===== src/rtl/ctls_pkg.sv =====
// ----------------------------------------------------------------------------
// Coupled tile lattice package
// Shared types, limits and helpers for the tile ring and its update unit.
// ----------------------------------------------------------------------------
package ctls_pkg;

	localparam int MAX_COLUMNS = 8;
	localparam int MAX_ROWS    = 8;
	localparam int CELLS       = MAX_COLUMNS * MAX_ROWS;
	localparam int IDX_W       = $clog2(CELLS);
	localparam int DIM_W       = 4;

	localparam logic signed [16:0] LIM_ANGLE  = 17'sd12868;
	localparam logic signed [16:0] LIM_ZOOM   = 17'sd4096;
	localparam logic signed [16:0] LIM_VANGLE = 17'sd3217;
	localparam logic signed [16:0] LIM_VZOOM  = 17'sd1024;

	localparam logic [2:0] REG_SPRING   = 3'd0;
	localparam logic [2:0] REG_COUPLING = 3'd1;
	localparam logic [2:0] REG_FRICTION = 3'd2;
	localparam logic [2:0] REG_COLUMNS  = 3'd3;
	localparam logic [2:0] REG_ROWS     = 3'd4;

	localparam logic OP_LOAD = 1'b0;
	localparam logic OP_STEP = 1'b1;

	typedef struct packed {
		logic signed [14:0] a;
		logic signed [13:0] z;
		logic signed [12:0] va;
		logic signed [11:0] vz;
	} tile_t;

	typedef enum logic [1:0] {
		MAC_HOLD,
		MAC_SPRING,
		MAC_NEIGH,
		MAC_KEEP
	} mac_op_t;

	typedef enum logic [1:0] {
		ST_IDLE,
		ST_VEL,
		ST_POS
	} state_t;

	function automatic logic signed [16:0] clamp17(input logic signed [16:0] x,
		input logic signed [16:0] lim);
		logic signed [16:0] r;
		r = x;
		if (x > lim) begin
			r = lim;
		end else if (x < -lim) begin
			r = -lim;
		end
		return r;
	endfunction

endpackage


===== src/rtl/ctls_mac.sv =====
// ----------------------------------------------------------------------------
// Velocity update unit
// Accumulates spring, coupling and friction products for one channel.
// ----------------------------------------------------------------------------
module ctls_mac (
	input  logic                   clk,
	input  logic                   arst_n,
	input  ctls_pkg::mac_op_t      op,
	input  logic signed [15:0]     pos,
	input  logic signed [15:0]     nb_pos,
	input  logic signed [15:0]     vel,
	input  logic [16:0]            coef,
	input  logic signed [16:0]     lim,
	output logic signed [16:0]     vel_new
);

	logic signed [17:0] acc_q;
	logic signed [16:0] diff;
	logic signed [17:0] mul_a;
	logic signed [35:0] prod;
	logic signed [35:0] prod_sh;
	logic signed [17:0] term;
	logic signed [17:0] lim_w;

	assign diff    = {nb_pos[15], nb_pos} - {pos[15], pos};
	assign prod    = mul_a * $signed({1'b0, coef});
	assign prod_sh = prod >>> 16;
	assign term    = prod_sh[17:0];
	assign lim_w   = $signed({lim[16], lim});

	always_comb begin
		unique case (op)
			ctls_pkg::MAC_SPRING: mul_a = {{2{pos[15]}}, pos};
			ctls_pkg::MAC_NEIGH:  mul_a = {diff[16], diff};
			ctls_pkg::MAC_KEEP:   mul_a = acc_q;
			default:              mul_a = '0;
		endcase
	end

	always_ff @(posedge clk or negedge arst_n) begin
		if (!arst_n) begin
			acc_q <= '0;
		end else begin
			unique case (op)
				ctls_pkg::MAC_SPRING: acc_q <= {{2{vel[15]}}, vel} - term;
				ctls_pkg::MAC_NEIGH:  acc_q <= acc_q + term;
				ctls_pkg::MAC_KEEP:   acc_q <= term;
				default:              acc_q <= acc_q;
			endcase
		end
	end

	always_comb begin
		vel_new = acc_q[16:0];
		if (acc_q > lim_w) begin
			vel_new = lim;
		end else if (acc_q < -lim_w) begin
			vel_new = -lim;
		end
	end

endmodule


===== config.mk =====
export PLATFORM = sky130hd
export DESIGN_NAME = ctls_mac
export DESIGN_NICKNAME = d
export VERILOG_FILES = /design/src/rtl/ctls_pkg.sv /design/src/rtl/ctls_mac.sv
export SDC_FILE = /design/constraint.sdc
export NUM_CORES = 1
export LEC_CHECK = 0
export ABC_AREA = 1
export BUFFER_PORTS_ARGS = -buffer_cell sky130_fd_sc_hd__buf_2
export CORE_UTILIZATION = 50
export CTS_CLUSTER_SIZE = 30
export DETAILED_ROUTE_END_ITERATION = 6
export PLACE_DENSITY_LB_ADDON = 0.25
export SETUP_SLACK_MARGIN = 0.3
export SYNTH_ARGS = -nofsm -noshare
export SYNTH_HDL_FRONTEND = slang
export SYNTH_SLANG_ARGS = --single-unit

===== constraint.sdc =====
create_clock -name clk -period 22.6 [get_ports clk]
set_input_delay 1.13 -clock clk [delete_from_list [all_inputs] [get_ports clk]]
set_output_delay 1.13 -clock clk [all_outputs]
set_load 0.05 [all_outputs]

==> results.cfg <==
[synthesis]
synthCells = 2378
synth_area_leader_cell = fa_1
syn_nets = 2933
ys_seq_area_share_pct = 2.61
yosysWarnings = 0
async_flop_share_pct = 100
synth_edf_count = 0
synthTopCellsByArea = fa_1, inv_1, ha_1, nand2_1, nor2_1
synth_flop_cell = dfrtp_1
ys_ff_latch = 18
synth_area_um2 = 17200
synth.distinct_cells = 66
synth_top_cell_area_share_pct = 34.8
syn_area_per_cell_um2 = 7.25

[final_layout]
final_area_um2 = 18100
final_nets = 2991
largest_register_ffs = 18
top_regs = acc_q (18)
multi_input_area_um2 = 14200
utilization_pct = 53.9
antenna_cells = 0
syn2layout_area_growth_pct = 5.31
drive_above_1_share_pct = 9.20
fillers = 3379
ff_latch_area_um2 = 450
top_register = acc_q

[critical_path]
cp_data_required_time_ps = 22780
cp_top_family = adder cells
cp-end-kind = flip-flop
path_max_fanout = 11
reg2reg_slack_ps = 13190
cp_slowest_stage_delay_ps = 880
worst-path-buf-inv = 8
crit_path_frequent_cell = nand2_1
worst_ep_arrival_time_ps = 11150
path_class = input port to flip-flop
critPathLaunchType = input port
cpMaxStageDelayCell = nor2_1

[clocking]
cts_tree = yes
ctsLongestPathBuffers = 2
clk_latency_ps = 260
ctsResizeCount = 0
cts_sinks = 18
clk_pin_slew_worst_paths_ps = 60
root_buffer = clkbuf_16
ctsHtreeMaxLevel = 1
holdBufCountCts = 0
postCtsSetupBuffers = 0
cts_made_buffers = 3

[global_route]
grt_max_degree = 26
gr-total-overflow = 0
grt_usage_pct = 30.6
antenna_found_initial = 0
grt_pass1_vias = 15884
grt_pass1_wl_um = 84300

[routing]
vias = 15745
ant_nets = 0
drc = 0
routed_wl_um = 52600
initialDrtViolationCount = 1197
vias_per_cell = 5.46
dr.pass1.iters = 5
wl_per_cell_um = 18.2

[placement]
dp_slack_ps = 11560
port_buffers = 102
placed_cell_area_um2 = 18100
dpl.hpwl_um = 45300
routabilityCongestion = 0.986

[floorplan]
die_h_um = 188
rows = 67
core_um2 = 33700
initial_utilization_pct = 51.1
die_w_um = 188
die_area_um2 = 35200
io_pins = 103

[run_status]
run_status = completed

[sta]
max_freq_mhz = 91.2
period_share_pct = 48.5
report.final.slew_viol_count = 0
hold_viol_final = 0
fin_skew_ps = 1.06
setup_viol = 0
rsz0062_at_grt = false
period_needed_ps = 10970
tns_ps = 0
tightest_slew_ps = 1150
setup_slack_ps = 11630
slew_headroom_pct = 23.1

[flow_run]
cap_violations = 0

[min_path]
hp-class = flip-flop to flip-flop
[layout make-up]
class / count / area share, %
clock buffers: 4 / 0.489
inverters: 619 / 12.8
multi-input cells: 1688 / 78.1
flip-flops and latches: 18 / 2.48
well taps: 448 / 3.09
repair buffers: 106 / 2.98
[final timing paths]
kind	from	to	depth (start not counted)
setup / recovery	pos[0]	acc_q[16]	45
hold / removal	acc_q[17]	acc_q[17]	2
setup reg to reg	acc_q[10]	acc_q[16]	36
hold reg to reg	acc_q[17]	acc_q[17]	2
max in group asynchronous	arst_n	acc_q[7]	1
min in group asynchronous	arst_n	acc_q[8]	1
[Yosys cell counts (3+ instances only)]
cell and count:
buf_4 4, clkinv_1 5, o21ai_0 61, nand2_1 480, nand2_4 3, or2_2 11
xor2_2 3, or2_1 5, a22oi_1 7, o21ai_1 7, a21o_1 11, a31oi_1 5
buf_2 18, nor2_4 9, o21a_1 7, a211oi_1 5, clkbuf_1 21, nand3_1 74
nor3_1 10, o211ai_1 12, dfrtp_1 18, buf_1 6, xnor2_1 12, inv_2 14
nand3b_1 9, o221ai_2 3, nand4_1 14, nand2_2 11, nor3_4 3, fa_1 300
o21bai_1 12, nor3_2 3, nor4_1 5, o22ai_1 8, nor2_2 24, buf_6 3
nand3_2 11, a21oi_2 5, inv_1 598, xor2_1 29, ha_1 169, nor2_1 200
a21oi_1 135
[cell usage in the layout (no fill, tap or decap), drive strengths merged, types with 6 or more instances in the layout]
cell type	n
inv	614
nand2	494
fa	300
nor2	233
ha	169
a21oi	140
buf	106
nand3	87
o21ai	69
xor2	32
dfrtp	18
or2	16
nor3	16
nand4	15
o21bai	13
xnor2	13
o211ai	13
a21o	12
nand3b	9
o22ai	8
a22oi	8
o21a	7
nor4	6
a211oi	6
[worst reg2reg max path: cells and delay by family (launching register included)]
kind | cells | cell delay (ps)
XOR/XNOR | 1 | 480
flip-flops | 1 | 500
AND/OR/NAND/NOR | 14 | 2530
AO/OA/AOI/OAI | 5 | 670
buffers and inverters | 7 | 1000
adder cells (fa/ha/maj) | 9 | 4160
[cell families after synthesis]
family          synth area share [%]
xor+xnor                        2.46
flops                           2.61
compound gates                  10.3
fa+ha+maj                       47.1
simple gates                    22.4
buf+inv                         15.1
[layer usage]
layer | up-vias | wire length, µm | GRT usage [%] | share of wire [%]
met5 | - | 0 | 0 | 0
met4 | 0 | 1620 | 8.57 | 3.1
met3 | 102 | 3990 | 3.46 | 7.6
met2 | 657 | 23900 | 49.4 | 45
met1 | 7691 | 23100 | 43.2 | 44
li1 | 7295 | - | - | -
[through the flow]
step / hold slack [ps] / std cells
after global placement: 657 / 2879
final: 669 / 2883
after CTS: 674 / 2883
after detailed placement: 664 / 2879
after global routing: 686 / 2883
after floorplan: 521 / 2378
Power is left out: the tool's default activity adds up to more than one toggle a clock period on the data nets, which glitch-free logic cannot reach.
