### src/rtl/ctls_pkg.sv
// ----------------------------------------------------------------------------
// Coupled tile lattice package
// Shared types, limits and helpers for the tile ring and its update unit.
// ----------------------------------------------------------------------------
package ctls_pkg;

	localparam int MAX_COLUMNS = 8;
	localparam int MAX_ROWS    = 8;
	localparam int CELLS       = MAX_COLUMNS * MAX_ROWS;
	localparam int IDX_W       = $clog2(CELLS);
	localparam int DIM_W       = 4;

	localparam logic signed [16:0] LIM_ANGLE  = 17'sd12868;
	localparam logic signed [16:0] LIM_ZOOM   = 17'sd4096;
	localparam logic signed [16:0] LIM_VANGLE = 17'sd3217;
	localparam logic signed [16:0] LIM_VZOOM  = 17'sd1024;

	localparam logic [2:0] REG_SPRING   = 3'd0;
	localparam logic [2:0] REG_COUPLING = 3'd1;
	localparam logic [2:0] REG_FRICTION = 3'd2;
	localparam logic [2:0] REG_COLUMNS  = 3'd3;
	localparam logic [2:0] REG_ROWS     = 3'd4;

	localparam logic OP_LOAD = 1'b0;
	localparam logic OP_STEP = 1'b1;

	typedef struct packed {
		logic signed [14:0] a;
		logic signed [13:0] z;
		logic signed [12:0] va;
		logic signed [11:0] vz;
	} tile_t;

	typedef enum logic [1:0] {
		MAC_HOLD,
		MAC_SPRING,
		MAC_NEIGH,
		MAC_KEEP
	} mac_op_t;

	typedef enum logic [1:0] {
		ST_IDLE,
		ST_VEL,
		ST_POS
	} state_t;

	function automatic logic signed [16:0] clamp17(input logic signed [16:0] x,
		input logic signed [16:0] lim);
		logic signed [16:0] r;
		r = x;
		if (x > lim) begin
			r = lim;
		end else if (x < -lim) begin
			r = -lim;
		end
		return r;
	endfunction

endpackage

### src/rtl/ctls_cell.sv
// ----------------------------------------------------------------------------
// Tile cell
// Holds one tile and passes it to its neighbor in the ring on a shift.
// ----------------------------------------------------------------------------
module ctls_cell (
	input  logic           clk,
	input  logic           arst_n,
	input  logic           shift_en,
	input  logic           load_en,
	input  ctls_pkg::tile_t next_d,
	input  ctls_pkg::tile_t load_d,
	output ctls_pkg::tile_t tile_q
);

	always_ff @(posedge clk or negedge arst_n) begin
		if (!arst_n) begin
			tile_q <= '0;
		end else if (load_en) begin
			tile_q <= load_d;
		end else if (shift_en) begin
			tile_q <= next_d;
		end
	end

endmodule

### config.mk
export PLATFORM = sky130hd
export DESIGN_NAME = ctls_cell
export DESIGN_NICKNAME = d
export VERILOG_FILES = /design/src/rtl/ctls_pkg.sv /design/src/rtl/ctls_cell.sv
export SDC_FILE = /design/constraint.sdc
export NUM_CORES = 1
export LEC_CHECK = 0
export BUFFER_PORTS_ARGS = -buffer_cell sky130_fd_sc_hd__buf_2
export CAP_MARGIN = 10
export CORE_AREA = 2 2 81 83
export DETAILED_ROUTE_END_ITERATION = 7
export DIE_AREA = 0 0 83 85
export PLACE_DENSITY = 0.79
export SYNTH_ARGS = -nofsm -noshare
export SYNTH_HDL_FRONTEND = slang
export SYNTH_SLANG_ARGS = --single-unit
### constraint.sdc
create_clock -name clk -period 0.8 [get_ports clk]
set_input_delay 0.16 -clock clk [delete_from_list [all_inputs] [get_ports clk]]
set_output_delay 0.16 -clock clk [all_outputs]
set_load 0.02 [all_outputs]
==> metrics.md, run 1 <==
| Metric | Value |
|---|---|
| Synth area leader | dfrtp_1 |
| CP arrival | 0.86 ns |
| Post-synth top area share | between 50% and 60% |
| Clk buf depth | 2 |
| Syn nets | 346 |
| Crit path max-delay family | flip-flops |
| Failing checks | setup timing |
| Total power | 6815 uW |
| Core Region | 6205 sq um |
| Peak Freq | slightly below 1000 MHz |
| Root Driver | clkbuf_8 |
| Dpl hpwl | about 4900 microns |
| I/O pins | 166 |
| Mapped cell area | ~2500 sq um |
| H-tree depth | 2 |
| Post-Syn Instances | about 230 |
| Routed wire length | just over 7000 microns |
| Max reg flops | 54 |
| Yosys synthesis warning count | 0 |
| Chip Height | between 80 and 90 microns |
| Detail Route Antenna Nets | 0 |
| CTS tree | done |
| Tcrit/Tclk final | 127.4% |
| Routed vias/inst | roughly 4.9 |
| P_sw | 2007 uW |
| Die Wd | a little over 80 microns |
| # port buffers | 165 |
| Clock Power Share | a little under a quarter |
| Internal | 4809 uW |
| Aggregate global routing overflow | 0 |
| Comb pwr share | between 30% and 40% |
| Vias | 2430 |
| Top cells by area, synth | dfrtp_1 54%, mux2i_1 21%, o21ai_1 9.3% |
| RSZ-0062 raised after global routing | yes |
| First-pass iteration count of the detailed router | 4 |
| Placed cell areas | around 3500 sq um |
| Clock Skew | 0 ns |
| Final setup vio count | 77 |
| CP required | 0.64 ns |
| Routed len/inst | around 14 microns |
| Fin util | roughly 66% |
| Share of layout cells above drive strength 1 | approximately half |
| Sequential fraction of design power | around 47% |
| Primary FF master, synth | dfrtp_1 |
| Synth Area per Inst | between 10 and 15 sq um |
| Crit-path max FO | 2 |
| Number of global-route vias before repair | 2489 |
| Initial antenna violation count | 0 |
| Skew-Pair Late Insertion Delay | between 0.2 and 0.3 ns |
| Max IR drop VDD | between 0.9 and 1 mV |
| Synth Register Bits | between 50 and 60 |
| Initial Util | between 40% and 50% |
| Biggest regs | tile_q x54 |
| Iter 0 DRT Violations | just under 60 |
| Worst setup EP type | output port |
| P_leak | roughly 0.0022 uW |
| CTS clk-pin slew, worst paths | approximately 0.1 ns |
| CTS Buf Count | 5 |
| RePlAce Congestion | 0.7995 |
| Min Hold Slack | 0.06165 ns |
| Number of flops mapped to enable cells by yosys | 0 |
| Max_cap viols | 0 |
| Sequence of cells on the critical path | buf_6 |
| Die Area | just over 7000 sq um |
| Storage element area | 1351 sq um |
| Largest net degree at the start of global routing | 32 |
| Max incr delay on CP | 0.42 ns |
| Fin nets | 535 |
| Area of the multi-input gates | between 1000 and 1500 sq um |
| Fin worst setup slack | -0.2190 ns |
| Final Hold Vio Count | 0 |
| CP Class | flop to output port |
| Area Overhead vs Synth | 62.87% |
| Commonest cells in the netlist | 54 x dfrtp_1, 54 x mux2i_1, 54 x nand2_1, 47 x o21ai_1, 6 x clkbuf_1 |
| Status | finished with violations |
| Async SR Flop Fraction | between 90% and 100% |
| CP startpoint kind | flop |
| Final-layout fill cell count | approximately 480 |
| Min-Delay Path Class | input port to flop |
| Unique cell type count in the Yosys netlist | 11 |
| CP Buf/Inv Count | 1 |
| Total GRT Usage | between 10% and 20% |
| Sequential area share after synthesis | approximately 54% |
| Largest register by flop count | tile_q |
| DR DRC count | 0 |
| Post-layout min period | a little over 1 ns |
| Clk sinks | 54 |
| Final non-filler cell area | between 4000 and 5000 sq um |
| Num rows | 29 |
| ANT cells | 0 |
| Worst-Margin Slew | between 0.2 and 0.25 ns |
| Pwr dens | about 1700 nW/um^2 |
| Slew HR | 84.40% |
| First-pass GRT wire length | roughly 11000 microns |
| CP max stage cell | dfrtp_1 |
| Net Sw Frac | 29.44% |
| Max-slew violations | 0 |
## cell usage in the layout (no fill, tap or decap)
cell,instances
o21ai_0,1
dlygate4sd3_1,1
dfrtp_1,54
clkinv_2,1
buf_12,6
o21ai_2,4
clkbuf_1,1
buf_4,26
nand2_1,54
mux2i_4,2
clkbuf_8,6
buf_2,110
buf_6,57
o21ai_1,49
mux2i_1,52
## metal layers
layer | GRT usage [%] | up-vias | share of wire, %
met5 | 0 | - | 0
li1 | - | 1176 | -
met3 | 5.934 | 15 | 6.7
met1 | 21.74 | 1128 | 38
met4 | 6.855 | 0 | 2.3
met2 | 35.92 | 111 | 53
## layout make-up
type,count,share of cell area [%]
Clock buffer,7,2.100
Sequential cell,54,32.88
Clock inverter,1,0.1218
Tap cell,77,2.344
Multi-Input combinational cell,162,25.63
Timing Repair Buffer,200,36.93
## worst paths after layout
| path | from | end | slack, ns | depth (start not counted) |
|---|---|---|---|---|
| worst max-delay path | tile_q[21]$_DFFE_PN0P_ | tile_q[21] | -0.22 | 1 |
| worst min-delay path | load_d[52] | tile_q[52]$_DFFE_PN0P_ | 0.06 | 3 |
| worst max register to register | tile_q[36]$_DFFE_PN0P_ | tile_q[36]$_DFFE_PN0P_ | -0.10 | 3 |
| worst min register to register | tile_q[2]$_DFFE_PN0P_ | tile_q[2]$_DFFE_PN0P_ | 0.58 | 2 |
| max in group asynchronous | arst_n | tile_q[1]$_DFFE_PN0P_ | 0.21 | 3 |
| min in group asynchronous | arst_n | tile_q[43]$_DFFE_PN0P_ | 0.42 | 3 |
## power groups by stage
stage,clock network (uW),logic (uW),registers (uW)
after floorplan,0,554,3480
final,1550,2080,3180
after CTS,1610,1960,3170
after global routing,1730,2230,3210
after global placement,0,1530,3160
after detailed placement,0,1580,3160
## repair_timing
item / in CTS / in global routing
gates cloned: 0 / 0
resized for setup: 110 / 9
setup endpoints to repair: 54 / 69
hold endpoints to repair: 54 / 0
setup buffers: 12 / 14
pin swaps: 0 / 5
hold buffers: 1 / 0
## logic make-up after synthesis
group	Yosys count	share of synthesized area (%)
compound gates	54	11.16
mux	54	21.42
flops	54	53.55
simple gates	54	8.032
buf+inv	18	5.850
## metrics by stage
step / std cells / worst slack [ns] / TNS [ns]
3_3_place_gp: 469 / -0.1668 / -6.985
5_1_grt: 501 / -0.2620 / -14.95
6_report: 501 / -0.2190 / -11.80
2_1_floorplan: 234 / -0.01240 / -0.05427
3_5_place_dp: 469 / -0.2166 / -8.527
4_1_cts: 490 / -0.2345 / -11.79
(Power assumes the default switching activity.)
==> run 2, diff against run 1 <==
--- a/config.mk
+++ b/config.mk
@@ -7,10 +7,13 @@
 export LEC_CHECK = 0
 export BUFFER_PORTS_ARGS = -buffer_cell sky130_fd_sc_hd__buf_2
 export CAP_MARGIN = 10
-export CORE_AREA = 2 2 81 83
+export CELL_PAD_IN_SITES_DETAIL_PLACEMENT = 0
+export CELL_PAD_IN_SITES_GLOBAL_PLACEMENT = 1
+export CORE_AREA = 2 2 95 97
 export DETAILED_ROUTE_END_ITERATION = 7
-export DIE_AREA = 0 0 83 85
-export PLACE_DENSITY = 0.79
+export DIE_AREA = 0 0 97 99
+export PLACE_DENSITY = 0.8
+export RECOVER_POWER = 25
 export SYNTH_ARGS = -nofsm -noshare
 export SYNTH_HDL_FRONTEND = slang
 export SYNTH_SLANG_ARGS = --single-unit
==> run 2 against run 1 <==
Effect of this change: the run still ends with setup timing left; count of clock-buffer cells in the layout is 1 lower; non-clock buffer count is 10 lower; sequential cell count stayed put; cell count is 3.8% higher; utilization is 19 points lower; highest routed layer unchanged.
==> metrics.md, run 2 (synthesized netlist as in run 1, its figures left out) <==
| Metric | Value |
|---|---|
| Status | finished with violations (unchanged) |
| Failing checks | setup timing (unchanged) |
| Fin nets | 525 (was 535) |
| Skew-Pair Late Insertion Delay | 0.29 ns (about the same) |
| Peak Freq | 998.7 MHz (was 981.4 MHz) |
| Routed wire length | 6438 microns (was 7218 microns) |
| Total GRT Usage | 13.38% (was 19.66%) |
| Slew HR | 79.59% (was 84.40%) |
| Clk buf depth | 2 (unchanged) |
| Fin util | 46.93% (was 66.24%) |
| Worst-Margin Slew | 0.3062 ns (was 0.2339 ns) |
| Min Hold Slack | 0.06878 ns (was 0.06165 ns) |
| I/O pins | 166 (unchanged) |
| Final setup vio count | 68 (was 77) |
| Routed vias/inst | 4.352 (was 4.850) |
| Chip Height | 99 microns (was 85 microns) |
| Number of global-route vias before repair | 2327 (was 2489) |
| Setup total negative slack | -10.68 ns (was -11.80 ns) |
| DR DRC count | 0 (unchanged) |
| CTS clk-pin slew, worst paths | 0.09 ns (was 0.10 ns) |
| Max incr delay on CP | 0.41 ns (was 0.42 ns) |
| Final non-filler cell area | 4013 sq um (was 4110 sq um) |
| First-pass GRT wire length | 10810 microns (was 11360 microns) |
| H-tree depth | 2 (unchanged) |
| # port buffers | 165 (unchanged) |
| Num rows | 34 (was 29) |
| Root Driver | clkbuf_8 (unchanged) |
| Crit-path max FO | 2 (unchanged) |
| Max-slew violations | 0 (unchanged) |
| Total power | 6577 uW (was 6815 uW) |
| Placed cell areas | 3480 sq um (was 3458 sq um) |
| Sequence of cells on the critical path | buf_6 (unchanged) |
| Clock Skew | 0 ns (unchanged) |
| Grt met1 use | 17.34% (was 21.74%) |
| Iter 0 DRT Violations | 26 (was 59) |
| Most common cell after layout, fill and taps aside | buf_2 (unchanged) |
| RePlAce Congestion | 0.7453 (was 0.7995) |
| Area Overhead vs Synth | 59.00% (was 62.87%) |
| Die Wd | 97 microns (was 83 microns) |
| Biggest regs | tile_q x54 (unchanged) |
| Largest net degree at the start of global routing | 38 (was 32) |
| Max IR drop VDD | 0.7404 mV (was 0.9729 mV) |
| Detail Route Antenna Nets | 0 (unchanged) |
| P_leak | 0.002113 uW (was 0.002178 uW) |
| CP required | 0.64 ns (about the same) |
| Worst setup EP type | output port (unchanged) |
| First-pass iteration count of the detailed router | 4 (unchanged) |
| Final Hold Vio Count | 0 (unchanged) |
| Largest register by flop count | tile_q (unchanged) |
| Pwr dens | 1639 nW/um^2 (was 1658 nW/um^2) |
| GR peak layer | met2 (unchanged) |
| CP arrival | 0.84 ns (was 0.86 ns) |
| Initial Util | 29.51% (was 40.67%) |
| Fin worst setup slack | -0.2013 ns (was -0.2190 ns) |
| Final-layout fill cell count | 796 (was 484) |
| Core Region | 8551 sq um (was 6205 sq um) |
| GR Layer Usage met3 | 3.759% (was 5.934%) |
| Max reg flops | 54 (unchanged) |
| Share of layout cells above drive strength 1 | 47.82% (was 50.00%) |
| Met2 Track Usage GR | 22.44% (was 35.92%) |
| Clk sinks | 54 (unchanged) |
| Vias | 2263 (was 2430) |
| Max_cap viols | 0 (unchanged) |
| CTS Buf Count | 5 (unchanged) |
| Aggregate global routing overflow | 0 (unchanged) |
| RSZ-0062 raised after global routing | yes (unchanged) |
| CP max stage cell | dfrtp_1 (unchanged) |
| Dpl hpwl | 4762 microns (was 4850 microns) |
| CTS tree | done (unchanged) |
| Initial antenna violation count | 0 (unchanged) |
| Die Area | 9603 sq um (was 7055 sq um) |
| Crit path max-delay family | flip-flops (unchanged) |
| Routed len/inst | 12.38 microns (was 14.41 microns) |
| CP Buf/Inv Count | 1 (unchanged) |
| CP startpoint kind | flop (unchanged) |
| Tcrit/Tclk final | 125.2% (was 127.4%) |
| Post-layout min period | 1.001 ns (was 1.019 ns) |
| Min-Delay Path Class | input port to flop (unchanged) |
| Most frequent cells in the layout | 108 x buf_2, 57 x buf_6, 54 x mux2i_1, 54 x nand2_1, 54 x dfrtp_1 (was 110 x buf_2, 57 x buf_6, 54 x nand2_1, 54 x dfrtp_1, 52 x mux2i_1) |
| CP Class | flop to output port (unchanged) |
| ANT cells | 0 (unchanged) |
run 2: cell count changes in the layout (fill, tap and decap cells not counted):
cell / delta
mux2i_1: +2
o21ai_0: +1
buf_2: -2
o21ai_2: -1
mux2i_4: -2
buf_12: -2
buf_4: -7
clkinv_2: -1
run 2: final timing paths:
| check | start | to | slack [ns] | cells after the start |
|---|---|---|---|---|
| max in group asynchronous | arst_n | tile_q[10]$_DFFE_PN0P_ | 0.10 | 3 |
| worst max-delay path | tile_q[7]$_DFFE_PN0P_ | tile_q[7] | -0.20 | 1 |
| min in group asynchronous | arst_n | tile_q[44]$_DFFE_PN0P_ | 0.43 | 3 |
| worst min register to register | tile_q[43]$_DFFE_PN0P_ | tile_q[43]$_DFFE_PN0P_ | 0.57 | 2 |
| worst max register to register | tile_q[19]$_DFFE_PN0P_ | tile_q[19]$_DFFE_PN0P_ | -0.06 | 3 |
| worst min-delay path | load_d[2] | tile_q[2]$_DFFE_PN0P_ | 0.07 | 3 |
run 2: final cells by class:
class                   instances  area (sq um)  area share (%)
repair buffers                190          1419           35.36
well taps                     108         135.1           3.368
clock buffers                   6         82.58           2.058
flip-flops and latches         54          1351           33.68
multi-input cells             162          1025           25.54
run 2: through the flow:
| stage | instances | setup WS [ns] |
|---|---|---|
| floorplan | 234 | -0.01240 |
| global placement | 499 | -0.1519 |
| detailed placement | 499 | -0.1728 |
| CTS | 513 | -0.2259 |
| global route | 520 | -0.2509 |
| finish | 520 | -0.2013 |
run 2: timing repair:
action                     in CTS  in global routing
hold endpoints to repair       54                  0
setup buffers                   7                  9
hold buffers                    1                  0
setup endpoints to repair      54                 65
gates resized for setup       109                  3
pin swaps                       0                  3
run 2: tightest hold or removal path, delay by kind of cell:
family | cells | cell delay [ns]
buffers and inverters | 1 | 0.07
AO/OA/AOI/OAI | 1 | 0.06
AND/OR/NAND/NOR | 1 | 0.04
run 2: power breakdown:
group	total (uW)	switching [uW]	internal, uW
clock	1470	802	670
sequential	3170	187	2980
combinational	1940	892	1040
run 2: layer usage:
layer	part of all wire (%)	vias to the layer above	wire length (microns)
met4	0.71	0	46
met1	44	998	2854
met2	46	105	2984
met3	8.6	4	552
met5	0	-	0
li1	-	1156	-
